--- src/hdl/controller_key_repeat_generator_macros.svh ---
// ----------------------------------------------------------------------------
// Key repeat generator assertion macros
// Shared concurrent assertion forms, clocked on clk, disabled in reset.
// ----------------------------------------------------------------------------
`ifndef CONTROLLER_KEY_REPEAT_GENERATOR_MACROS_SVH
`define CONTROLLER_KEY_REPEAT_GENERATOR_MACROS_SVH

// same-cycle implication
`define CKRG_ASSERT_SAME(label, ante, cons, msg) \
  label: assert property (@(posedge clk) disable iff (!rst_n) (ante) |-> (cons)) \
    else $error(msg);

// next-cycle implication
`define CKRG_ASSERT_NEXT(label, ante, cons, msg) \
  label: assert property (@(posedge clk) disable iff (!rst_n) (ante) |=> (cons)) \
    else $error(msg);

`endif

--- src/hdl/ckrg_pkg.sv ---
// ----------------------------------------------------------------------------
// Key repeat generator package
// Channel counts, field widths, register indexes and reset values.
// ----------------------------------------------------------------------------
package ckrg_pkg;

  localparam int NUM_BUTTONS      = 15;
  localparam int NUM_STICK_HALVES = 8;
  localparam int NUM_TRIGGERS     = 2;
  localparam int NUM_CHANNELS     = NUM_BUTTONS + NUM_STICK_HALVES + NUM_TRIGGERS;
  localparam int CH_IDX_W         = $clog2(NUM_CHANNELS);

  localparam int CH_W     = 5;
  localparam int SAMPLE_W = 16;
  localparam int TIME_W   = 32;
  localparam int THR_W    = 15;
  localparam int DELAY_W  = 16;
  localparam int CFG_IDX_W  = 3;
  localparam int CFG_DATA_W = 16;

  // parity of the first stick channel: picks negative/positive half
  localparam logic STICK_BASE_ODD = 1'(NUM_BUTTONS % 2);

  localparam logic [CFG_IDX_W-1:0] REG_ENABLE      = 3'd0;
  localparam logic [CFG_IDX_W-1:0] REG_MENU_MODE   = 3'd1;
  localparam logic [CFG_IDX_W-1:0] REG_STICK_THR   = 3'd2;
  localparam logic [CFG_IDX_W-1:0] REG_TRIGGER_THR = 3'd3;
  localparam logic [CFG_IDX_W-1:0] REG_INIT_DELAY  = 3'd4;
  localparam logic [CFG_IDX_W-1:0] REG_REPEAT_INT  = 3'd5;

  localparam logic [THR_W-1:0]   STICK_THR_RST   = 15'd29491;
  localparam logic [THR_W-1:0]   TRIGGER_THR_RST = 15'd6553;
  localparam logic [DELAY_W-1:0] INIT_DELAY_RST  = 16'd500;
  localparam logic [DELAY_W-1:0] REPEAT_INT_RST  = 16'd100;

endpackage

--- src/hdl/controller_key_repeat_generator.sv ---
// ----------------------------------------------------------------------------
// Controller key repeat generator
// Turns per-channel controller samples into typematic key-down / key-up
// transfers, with initial delay and repeat interval per held channel.
// ----------------------------------------------------------------------------
//
//  Channel  Direction  Handshake             Payload
//  in_      input      in_valid / in_stall   in_channel, in_sample, in_now
//  out_     output     out_valid / out_stall out_key_channel, out_key_down
//  cfg_     input      cfg_we                cfg_index, cfg_wdata
//
//  One sample transfer per cycle unless an event waits on an output stall;
//  a key event passes the input register, then the result register.
//  Pressed bits and deadlines are flip-flops read and written in the same
//  stage, so consecutive samples on one channel need no forwarding.
//  Reset (rst_n low, synchronous) empties both stages, clears all pressed
//  bits and deadlines and loads the register defaults.
//  A stalled result holds; samples that cause no event keep retiring
//  under an output stall, one causing an event waits in the input register.
`include "controller_key_repeat_generator_macros.svh"

module controller_key_repeat_generator (
  input  logic                                clk,
  input  logic                                rst_n,
  // sample channel
  input  logic                                in_valid,
  output logic                                in_stall,
  input  logic [ckrg_pkg::CH_W-1:0]           in_channel,
  input  logic signed [ckrg_pkg::SAMPLE_W-1:0] in_sample,
  input  logic [ckrg_pkg::TIME_W-1:0]         in_now,
  // key event channel
  output logic                                out_valid,
  input  logic                                out_stall,
  output logic [ckrg_pkg::CH_W-1:0]           out_key_channel,
  output logic                                out_key_down,
  // configuration
  input  logic                                cfg_we,
  input  logic [ckrg_pkg::CFG_IDX_W-1:0]      cfg_index,
  input  logic [ckrg_pkg::CFG_DATA_W-1:0]     cfg_wdata
);

  localparam int NCH = ckrg_pkg::NUM_CHANNELS;
  localparam int IW  = ckrg_pkg::CH_IDX_W;
  localparam int TW  = ckrg_pkg::TIME_W;

  // --------------------------------------------------------------------------
  // configuration registers
  // --------------------------------------------------------------------------
  logic                             enable_r;
  logic                             menu_mode_r;
  logic [ckrg_pkg::THR_W-1:0]       stick_thr_r;
  logic [ckrg_pkg::THR_W-1:0]       trigger_thr_r;
  logic [ckrg_pkg::DELAY_W-1:0]     init_delay_r;
  logic [ckrg_pkg::DELAY_W-1:0]     repeat_int_r;

  always_ff @(posedge clk) begin
    if (!rst_n) begin
      enable_r      <= 1'b0;
      menu_mode_r   <= 1'b0;
      stick_thr_r   <= ckrg_pkg::STICK_THR_RST;
      trigger_thr_r <= ckrg_pkg::TRIGGER_THR_RST;
      init_delay_r  <= ckrg_pkg::INIT_DELAY_RST;
      repeat_int_r  <= ckrg_pkg::REPEAT_INT_RST;
    end else if (cfg_we) begin
      unique case (cfg_index)
        ckrg_pkg::REG_ENABLE:      enable_r      <= cfg_wdata[0];
        ckrg_pkg::REG_MENU_MODE:   menu_mode_r   <= cfg_wdata[0];
        ckrg_pkg::REG_STICK_THR:   stick_thr_r   <= cfg_wdata[ckrg_pkg::THR_W-1:0];
        ckrg_pkg::REG_TRIGGER_THR: trigger_thr_r <= cfg_wdata[ckrg_pkg::THR_W-1:0];
        ckrg_pkg::REG_INIT_DELAY:  init_delay_r  <= cfg_wdata[ckrg_pkg::DELAY_W-1:0];
        ckrg_pkg::REG_REPEAT_INT:  repeat_int_r  <= cfg_wdata[ckrg_pkg::DELAY_W-1:0];
        default: ;  // unknown index: dropped
      endcase
    end
  end

  // --------------------------------------------------------------------------
  // result register state (read by the input side's handshake)
  // --------------------------------------------------------------------------
  logic                      out_valid_r, out_valid_nxt;
  logic [ckrg_pkg::CH_W-1:0] out_ch_r;
  logic                      out_down_r;

  // --------------------------------------------------------------------------
  // input register
  // --------------------------------------------------------------------------
  logic                                 s1_valid_r, s1_valid_nxt;
  logic [ckrg_pkg::CH_W-1:0]            s1_ch_r;
  logic signed [ckrg_pkg::SAMPLE_W-1:0] s1_sample_r;
  logic [TW-1:0]                        s1_now_r;

  logic in_xfer;
  logic s1_fire;
  logic s1_res;
  logic out_free;

  assign out_free = !out_valid_r || !out_stall;
  // an item with no event never waits on the output side
  assign s1_fire  = s1_valid_r && (!s1_res || out_free);
  assign in_stall = s1_valid_r && !s1_fire;
  assign in_xfer  = in_valid && !in_stall;

  always_comb begin
    s1_valid_nxt = s1_valid_r;
    if (in_xfer) begin
      s1_valid_nxt = 1'b1;
    end else if (s1_fire) begin
      s1_valid_nxt = 1'b0;
    end
  end

  always_ff @(posedge clk) begin
    if (!rst_n) begin
      s1_valid_r <= 1'b0;
    end else begin
      s1_valid_r <= s1_valid_nxt;
    end
  end

  always_ff @(posedge clk) begin
    if (in_xfer) begin
      s1_ch_r     <= in_channel;
      s1_sample_r <= in_sample;
      s1_now_r    <= in_now;
    end
  end

  // --------------------------------------------------------------------------
  // per-channel state
  // --------------------------------------------------------------------------
  logic [NCH-1:0] pressed_r;
  logic [TW-1:0]  deadline_r [NCH];

  // --------------------------------------------------------------------------
  // classify and decide
  // --------------------------------------------------------------------------
  logic [IW-1:0]                     s1_idx;
  logic                              s1_ok;
  logic                              s1_is_btn, s1_is_stick;
  logic                              s1_neg_half;
  logic signed [ckrg_pkg::SAMPLE_W:0] s1_samp_x, s1_st_x, s1_tt_x;
  logic                              s1_is, s1_was, s1_emits;
  logic [TW-1:0]                     s1_diff;
  logic                              s1_reached;
  logic                              s1_down;
  logic [TW-1:0]                     s1_dl_press, s1_dl_repeat;

  assign s1_idx      = IW'(s1_ch_r);
  assign s1_ok       = enable_r && ({27'd0, s1_ch_r} < 32'(NCH));
  assign s1_is_btn   = {27'd0, s1_ch_r} < 32'(ckrg_pkg::NUM_BUTTONS);
  assign s1_is_stick = !s1_is_btn &&
                       ({27'd0, s1_ch_r} <
                        32'(ckrg_pkg::NUM_BUTTONS + ckrg_pkg::NUM_STICK_HALVES));
  // even offset from the first stick channel is the negative half
  assign s1_neg_half = (s1_ch_r[0] ^ ckrg_pkg::STICK_BASE_ODD) == 1'b0;

  // 17-bit signed compares against the raw sample
  assign s1_samp_x = {s1_sample_r[ckrg_pkg::SAMPLE_W-1], s1_sample_r};
  assign s1_st_x   = $signed({2'b00, stick_thr_r});
  assign s1_tt_x   = $signed({2'b00, trigger_thr_r});

  always_comb begin
    priority if (s1_is_btn) begin
      s1_is = s1_sample_r != '0;
    end else if (s1_is_stick) begin
      s1_is = s1_neg_half ? (s1_samp_x < -s1_st_x) : (s1_samp_x > s1_st_x);
    end else begin
      s1_is = s1_samp_x > s1_tt_x;
    end
  end

  assign s1_emits = !s1_is_stick || menu_mode_r;
  assign s1_was   = s1_ok && pressed_r[s1_idx];

  // wrap-safe: due once (now - deadline) is non-negative
  assign s1_diff    = s1_now_r - deadline_r[s1_idx];
  assign s1_reached = !s1_diff[TW-1];

  assign s1_res  = s1_ok && s1_emits &&
                   ((s1_was && !s1_is) || (!s1_was && s1_is) || (s1_is && s1_reached));
  assign s1_down = s1_is;

  assign s1_dl_press  = s1_now_r + {{(TW-ckrg_pkg::DELAY_W){1'b0}}, init_delay_r};
  assign s1_dl_repeat = s1_now_r + {{(TW-ckrg_pkg::DELAY_W){1'b0}}, repeat_int_r};

  // --------------------------------------------------------------------------
  // state update, at most once per retiring item (only while enabled and in range)
  // --------------------------------------------------------------------------
  always_ff @(posedge clk) begin
    if (!rst_n) begin
      pressed_r <= '0;
      for (int i = 0; i < NCH; i++) begin
        deadline_r[i] <= '0;
      end
    end else if (s1_fire && s1_ok) begin
      pressed_r[s1_idx] <= s1_is;
      if (s1_emits) begin
        priority if (s1_was && !s1_is) begin
          deadline_r[s1_idx] <= '0;
        end else if (!s1_was && s1_is) begin
          deadline_r[s1_idx] <= s1_dl_press;
        end else if (s1_is && s1_reached) begin
          deadline_r[s1_idx] <= s1_dl_repeat;
        end else begin
          // still released, or held and not yet due
          deadline_r[s1_idx] <= deadline_r[s1_idx];
        end
      end
    end
  end

  // --------------------------------------------------------------------------
  // result register
  // --------------------------------------------------------------------------
  assign out_valid_nxt = out_free ? (s1_fire && s1_res) : out_valid_r;

  always_ff @(posedge clk) begin
    if (!rst_n) begin
      out_valid_r <= 1'b0;
    end else begin
      out_valid_r <= out_valid_nxt;
    end
  end

  always_ff @(posedge clk) begin
    if (out_free && s1_fire && s1_res) begin
      out_ch_r   <= s1_ch_r;
      out_down_r <= s1_down;
    end
  end

  assign out_valid       = out_valid_r;
  assign out_key_channel = out_ch_r;
  assign out_key_down    = out_down_r;

  // --------------------------------------------------------------------------
  // assertions
  // --------------------------------------------------------------------------
  `CKRG_ASSERT_NEXT(a_event_matches_pressed, s1_fire && s1_res,
    out_valid_r && (out_down_r == pressed_r[IW'(out_ch_r)]),
    "key event disagrees with stored pressed bit")
  `CKRG_ASSERT_NEXT(a_release_clears_deadline, s1_fire && s1_res && !s1_is,
    deadline_r[IW'(out_ch_r)] == '0, "release left a deadline armed")
  `CKRG_ASSERT_NEXT(a_press_arms_delay, s1_fire && s1_res && !s1_was && s1_is,
    deadline_r[IW'(out_ch_r)] == $past(s1_dl_press), "press did not arm initial delay")
  `CKRG_ASSERT_SAME(a_disabled_silent, s1_valid_r && !enable_r, !s1_res,
    "event raised while disabled")

endmodule
--- config.mk ---
export PLATFORM = sky130hd
export DESIGN_NAME = controller_key_repeat_generator
export DESIGN_NICKNAME = d
export VERILOG_FILES = /design/src/hdl/ckrg_pkg.sv /design/src/hdl/controller_key_repeat_generator.sv
export VERILOG_INCLUDE_DIRS = /design/src /design/src/hdl
export SDC_FILE = /design/constraint.sdc
export NUM_CORES = 2
export LEC_CHECK = 0
export BUFFER_PORTS_ARGS = -buffer_cell sky130_fd_sc_hd__buf_4
export CORE_MARGIN = 8
export CORE_UTILIZATION = 45
export CTS_BUF_LIST = sky130_fd_sc_hd__clkbuf_8
export DETAILED_ROUTE_END_ITERATION = 6
export GPL_TIMING_DRIVEN = 0
export PLACE_DENSITY = 0.74
export SYNTH_ARGS = -nofsm -noshare
export SYNTH_HDL_FRONTEND = slang
export SYNTH_SLANG_ARGS = --single-unit
--- constraint.sdc ---
create_clock -name clk -period 7.35 [get_ports clk]
set_input_delay 1.47 -clock clk [delete_from_list [all_inputs] [get_ports clk]]
set_output_delay 1.47 -clock clk [all_outputs]
set_load 0.005 [all_outputs]
# ---- Word-level counts from Yosys, hierarchy flattened
# Memories as Yosys holds them, arrays and structs flattened. A register that Yosys moved wholly into a read port is not among the register bits.
# Index checks and enable logic that the tools add are counted.
dict set report op_classes {
  muxes 43
  eq_ne 5
  div 0
  reduce_logical 41
  n_lt_le_gt_ge 8
  multipliers 0
  shift 0
  n_addsub 4
  bitwise_logic 3
}
# cell n
set ops {}
lappend ops {{$mux W32} 4}
lappend ops {{$add A32 B16 Y32} 2}
lappend ops {{$mux W1} 34}
lappend ops {{$gt A16 B16 Y1} 2}
lappend ops {{$reduce_or A32 Y1} 1}
lappend ops {{$sub A32 B32 Y32} 1}
lappend ops {{$bwmux W25} 1}
lappend ops {{$lt A16 B17 Y1} 1}
lappend ops {{$neg A15 Y17} 1}
lappend ops {{$logic_and A1 B1 Y1} 16}
lappend ops {{$reduce_bool A16 Y1} 1}
lappend ops {{$reduce_and A2 Y1} 6}
lappend ops {{$logic_not A1 Y1} 10}
lappend ops {{$lt A5 B5 Y1 const B} 2}
lappend ops {{$mux W5} 2}
lappend ops {{$eq A3 B2 Y1 const B} 2}
lappend ops {{$eq A3 B3 Y1 const B} 2}
lappend ops {{$lt A5 B6 Y1 const B} 1}
lappend ops {{$bmux W1 S5} 1}
lappend ops {{$demux W1 S5} 1}
lappend ops {{$ge A5 B1 Y1 const B} 1}
lappend ops {{$logic_or A1 B1 Y1} 5}
lappend ops {{$lt A5 B4 Y1 const B} 1}
lappend ops {{$eq A3 B1 Y1 const B} 1}
lappend ops {{3 further kinds} 5}
dict set report word_totals {
  mem_bits_ro 0
  ram_bits 800
  memories 1
  latch_bits 0
  wordCells 119
  register_bits 150
}
# memory words word_bits rd rd_ports_with_merged_regs wr line_no
set mem_list {}
lappend mem_list {deadline_r 25 32 1 1 25 controller_key_repeat_generator.sv:132} ;# logic [TW-1:0] deadline_r [NCH];

# ---- Logic depth before layout (Yosys ltp)
dict set report logic_depth {
  word_depth 22
  depth_mapped 24
  ltp_nobuf 21
}

# ---- Worst setup path before layout
# Ideal clock, no wire load.
dict set report synth_path {
  path_type {register to register}
  startpoint {reg (tool-made name)}
  endpoint {mem deadline_r[13][0] (netlist bit), enable pin}
  path_buffers 7
  synth_period_minus_slack_ns 6.939
  setup_slack_ns 0.411
  arrival_time_ns 6.462
  path_stages_with_launch 22
  path_cell_list {dfxtp_1 > buf_2 > buf_2 > buf_2 > buf_2 > buf_1 > mux4_2 > mux4_2 > mux2i_1 > ha_1 > nand4_1 > nor4_1 > nand2_1 > a2111oi_0 > o311a_1 > nor3_4 > o31ai_4 > a21oi_1 > buf_2 > nand4_1 > clkbuf_1 > nand2_1}
}
# item line_no
set synth_rtl {}
lappend synth_rtl {{to (decl)} controller_key_repeat_generator.sv:132}

==> metrics <==
violated checks=DRC, setup timing; clock sinks=1179; TritonCTS clock tree=done; total core area=123200 µm²; Slew @ Worst Pin=1.399 ns; Tmin final=7.372 ns; DIE AREA=around 130000 µm²; I/O Pins=85; CTS Buf Count=187; maximum buffer depth of the clock tree=3; Slew Limit Fails=0; Leak Pwr=22.48 nW; Post-synth EDFFs=approximately 1100; pwr dens=around 230 nW/µm²; count of final setup violators=5; sequential share of power=51.2%; commonest cells after routing, fill and taps aside=1083 x edfxtp_1, 491 x nor3_1, 318 x mux4_2; Yosys warning total=0; Synth cell types=83; Psw=between 3 and 4 mW; final WL=174800 µm; placer congestion estimate=0.9319; largest net degree at the start of global routing=43; Data arrival, critical path=7.90 ns; sequential fraction of the synthesis area=62.01%; Primary FF master, synth=edfxtp_1; most common cell after layout, fill and taps aside=edfxtp_1; CP max FO=19; fin area=64740 µm²; vias in the first global route=37850; max-cap viol count=0; ANT nets after route=0; fin crit share=100.3%; Clock power frac=a little over a third; Initial Util=between 40% and 50%; Wirelength per Cell=28.33 µm; cell-internal power=between 10 and 15 mW; gr usage total=25.04%; outcome=finished with violations; Post-Synthesis Cells=between 3000 and 4000; die width=367.3 µm; final worst slack=-0.02216 ns; latest clock arrival within the worst-skew pair=0.92 ns; grt ovf=0; Max Freq=0.1356 GHz; Final nets=4575; fraction of registers with async set or reset after synthesis=0%; first-pass GRT wire length=249600 µm; DRT iter0 DRCs=5815; DIE HEIGHT=around 370 µm; Req. time, crit path=7.88 ns; # rows=~130; Sw Ratio=26.69%; syn avg cell area=14.60 µm²; Comb pwr share=approximately an eighth; clock transition at the registers of the reported paths=0.06 ns; ratio of cells with drive above 1 in the final layout=25.81%; DP Area=between 50000 and 60000 µm²; hold_ws=0.4417 ns; HPWL after DPL=116700 µm; drt pass-1 iters=7; Final Total Pwr=14.95 mW; worst min-delay path class=reg -> reg; Synth Register Bits=~1200; CP endpoint kind=register; area of the mapped netlist=55540 µm²; Worst slew margin=6.702%; # DRC=3; vias=about 38000; clk_skew=0.04792 ns; CTS Root Cell=clkbuf_8; Final Hold Viols=0; initial antenna violation count=9; Syn-to-layout area delta=16.56%; worst vdd ir=0.0002047 V; critical path type=reg -> reg; Via density=6.208; CP Launch Type=register; H-Tree Depth=4; I/O Buffers=82
-- cell families (layout without fill, tap and decap cells) --
group	count (synthesis)	after routing	synth area share (%)
mux	391	391	14.23
xor+xnor	64	64	1.009
fa+ha+maj	114	114	2.595
simple gates	1359	1360	12.69
other cells	1	227	0.006752
flops	1179	1179	62.01
compound gates	293	293	4.361
buf+inv	403	905	3.095
-- worst paths after layout --
| check | from | to | slack, ns | cells after the start |
|---|---|---|---|---|
| setup / recovery | register | deadline_r[24][23] | -0.02 | 19 |
| hold / removal | s1_ch_r[3] | out_key_channel[3] | 0.44 | 0 |
| setup reg to reg | register | deadline_r[24][23] | -0.02 | 19 |
| hold reg to reg | s1_ch_r[3] | out_key_channel[3] | 0.44 | 0 |
-- Yosys cell counts, drive strengths merged, types with 13 or more instances --
cell / n / area, µm²
xnor2: 43 / 376.6
and2: 29 / 181.4
dfxtp: 96 / 1922
nor3: 632 / 3871
nor4: 17 / 112.6
and3: 13 / 81.33
mux4: 318 / 7162
edfxtp: 1083 / 32520
nand2: 254 / 953.4
ha: 112 / 1401
clkbuf: 209 / 792.0
o21ai: 35 / 175.2
a211oi: 38 / 545.5
o211ai: 22 / 165.2
nor2: 287 / 1077
nor2b: 18 / 112.6
a21boi: 41 / 307.8
nand3: 42 / 210.2
a21oi: 50 / 261.5
mux2i: 62 / 620.6
buf: 134 / 701.9
a21o: 19 / 142.6
nand4: 27 / 168.9
xor2: 21 / 183.9
nand2b: 15 / 93.84
inv: 60 / 225.2
-- metal layers --
metal	share of wire, %	vias to the layer above	global-route usage (%)
met5	0.011	-	0
met4	6.7	2	14.62
met3	14	685	7.514
met2	45	3149	39.24
met1	34	18710	30.83
li1	-	15750	-
-- cell type report --
type                       count  area, µm²
fill                        9919      58410
sequential                  1179      34440
multi-input combinational   2446      20730
clock buffer                 192       2643
buffer                       339       2130
tap                         1637       2048
timing repair buffer         171       1683
clock inverter               143      824.5
inverter                      60      229.0
antenna                        3      7.507
-- registers in the layout, summed over array words and instances, names as in the netlist, 5 cells and up, named ones only --
name / count
s1_now_r: 32
out_key_channel: 5
trigger_thr_r: 15
s1_ch_r: 5
deadline_r: 1024
init_delay_r: 16
stick_thr_r: 15
pressed_r: 25
s1_sample_r: 16
repeat_int_r: 16
-- metrics by stage --
step | utilization [%] | setup TNS (ns) | worst slack [ns] | std cells
after floorplan | - | 0 | 0.4108 | 4027
after global placement | 47.94 | -5738.92 | -4.771 | 5746
after detailed placement | 48.42 | -5030.46 | -3.387 | 5771
after CTS | 51.99 | -0.01871 | -0.004463 | 6115
after global routing | 52.56 | -0.3552 | -0.06053 | 6168
final | 52.57 | -0.04534 | -0.02216 | 6170
-- worst max-delay path, stage by stage (launching register included) --
cell	delay, ns
dfxtp_1	0.41
buf_6	0.28
clkbuf_2	0.51
buf_2	0.49
mux4_2	0.43
mux2i_4	0.40
ha_4	0.19
nand3_1	0.14
nor4_4	0.39
nand2_2	0.15
a2111oi_4	0.44
buf_4	0.20
o311ai_4	0.12
a21oi_4	0.25
o31ai_4	0.19
a21oi_1	0.25
buf_2	0.42
nand4b_1	0.62
clkbuf_4	0.58
nand2_4	0.50
-- power groups by stage --
stage               registers, mW  clock network [mW]  logic (mW)
floorplan                    7.73                   0        1.09
global placement             7.79                   0        1.63
detailed placement           7.78                   0        1.69
CTS                          7.65                5.35        1.82
global route                 7.67                5.60        2.02
finish                       7.65                5.35        1.95
-- repair_timing --
item | CTS | global route
setup endpoints to repair | 1916 | 1401
hold endpoints to repair | 0 | 0
pin swaps | 8 | 9
setup buffers | 11 | 51
hold buffers | 0 | 0
resized for setup | 310 | 72
gates cloned | 1 | 2
Power figures use the tool's default switching activity.
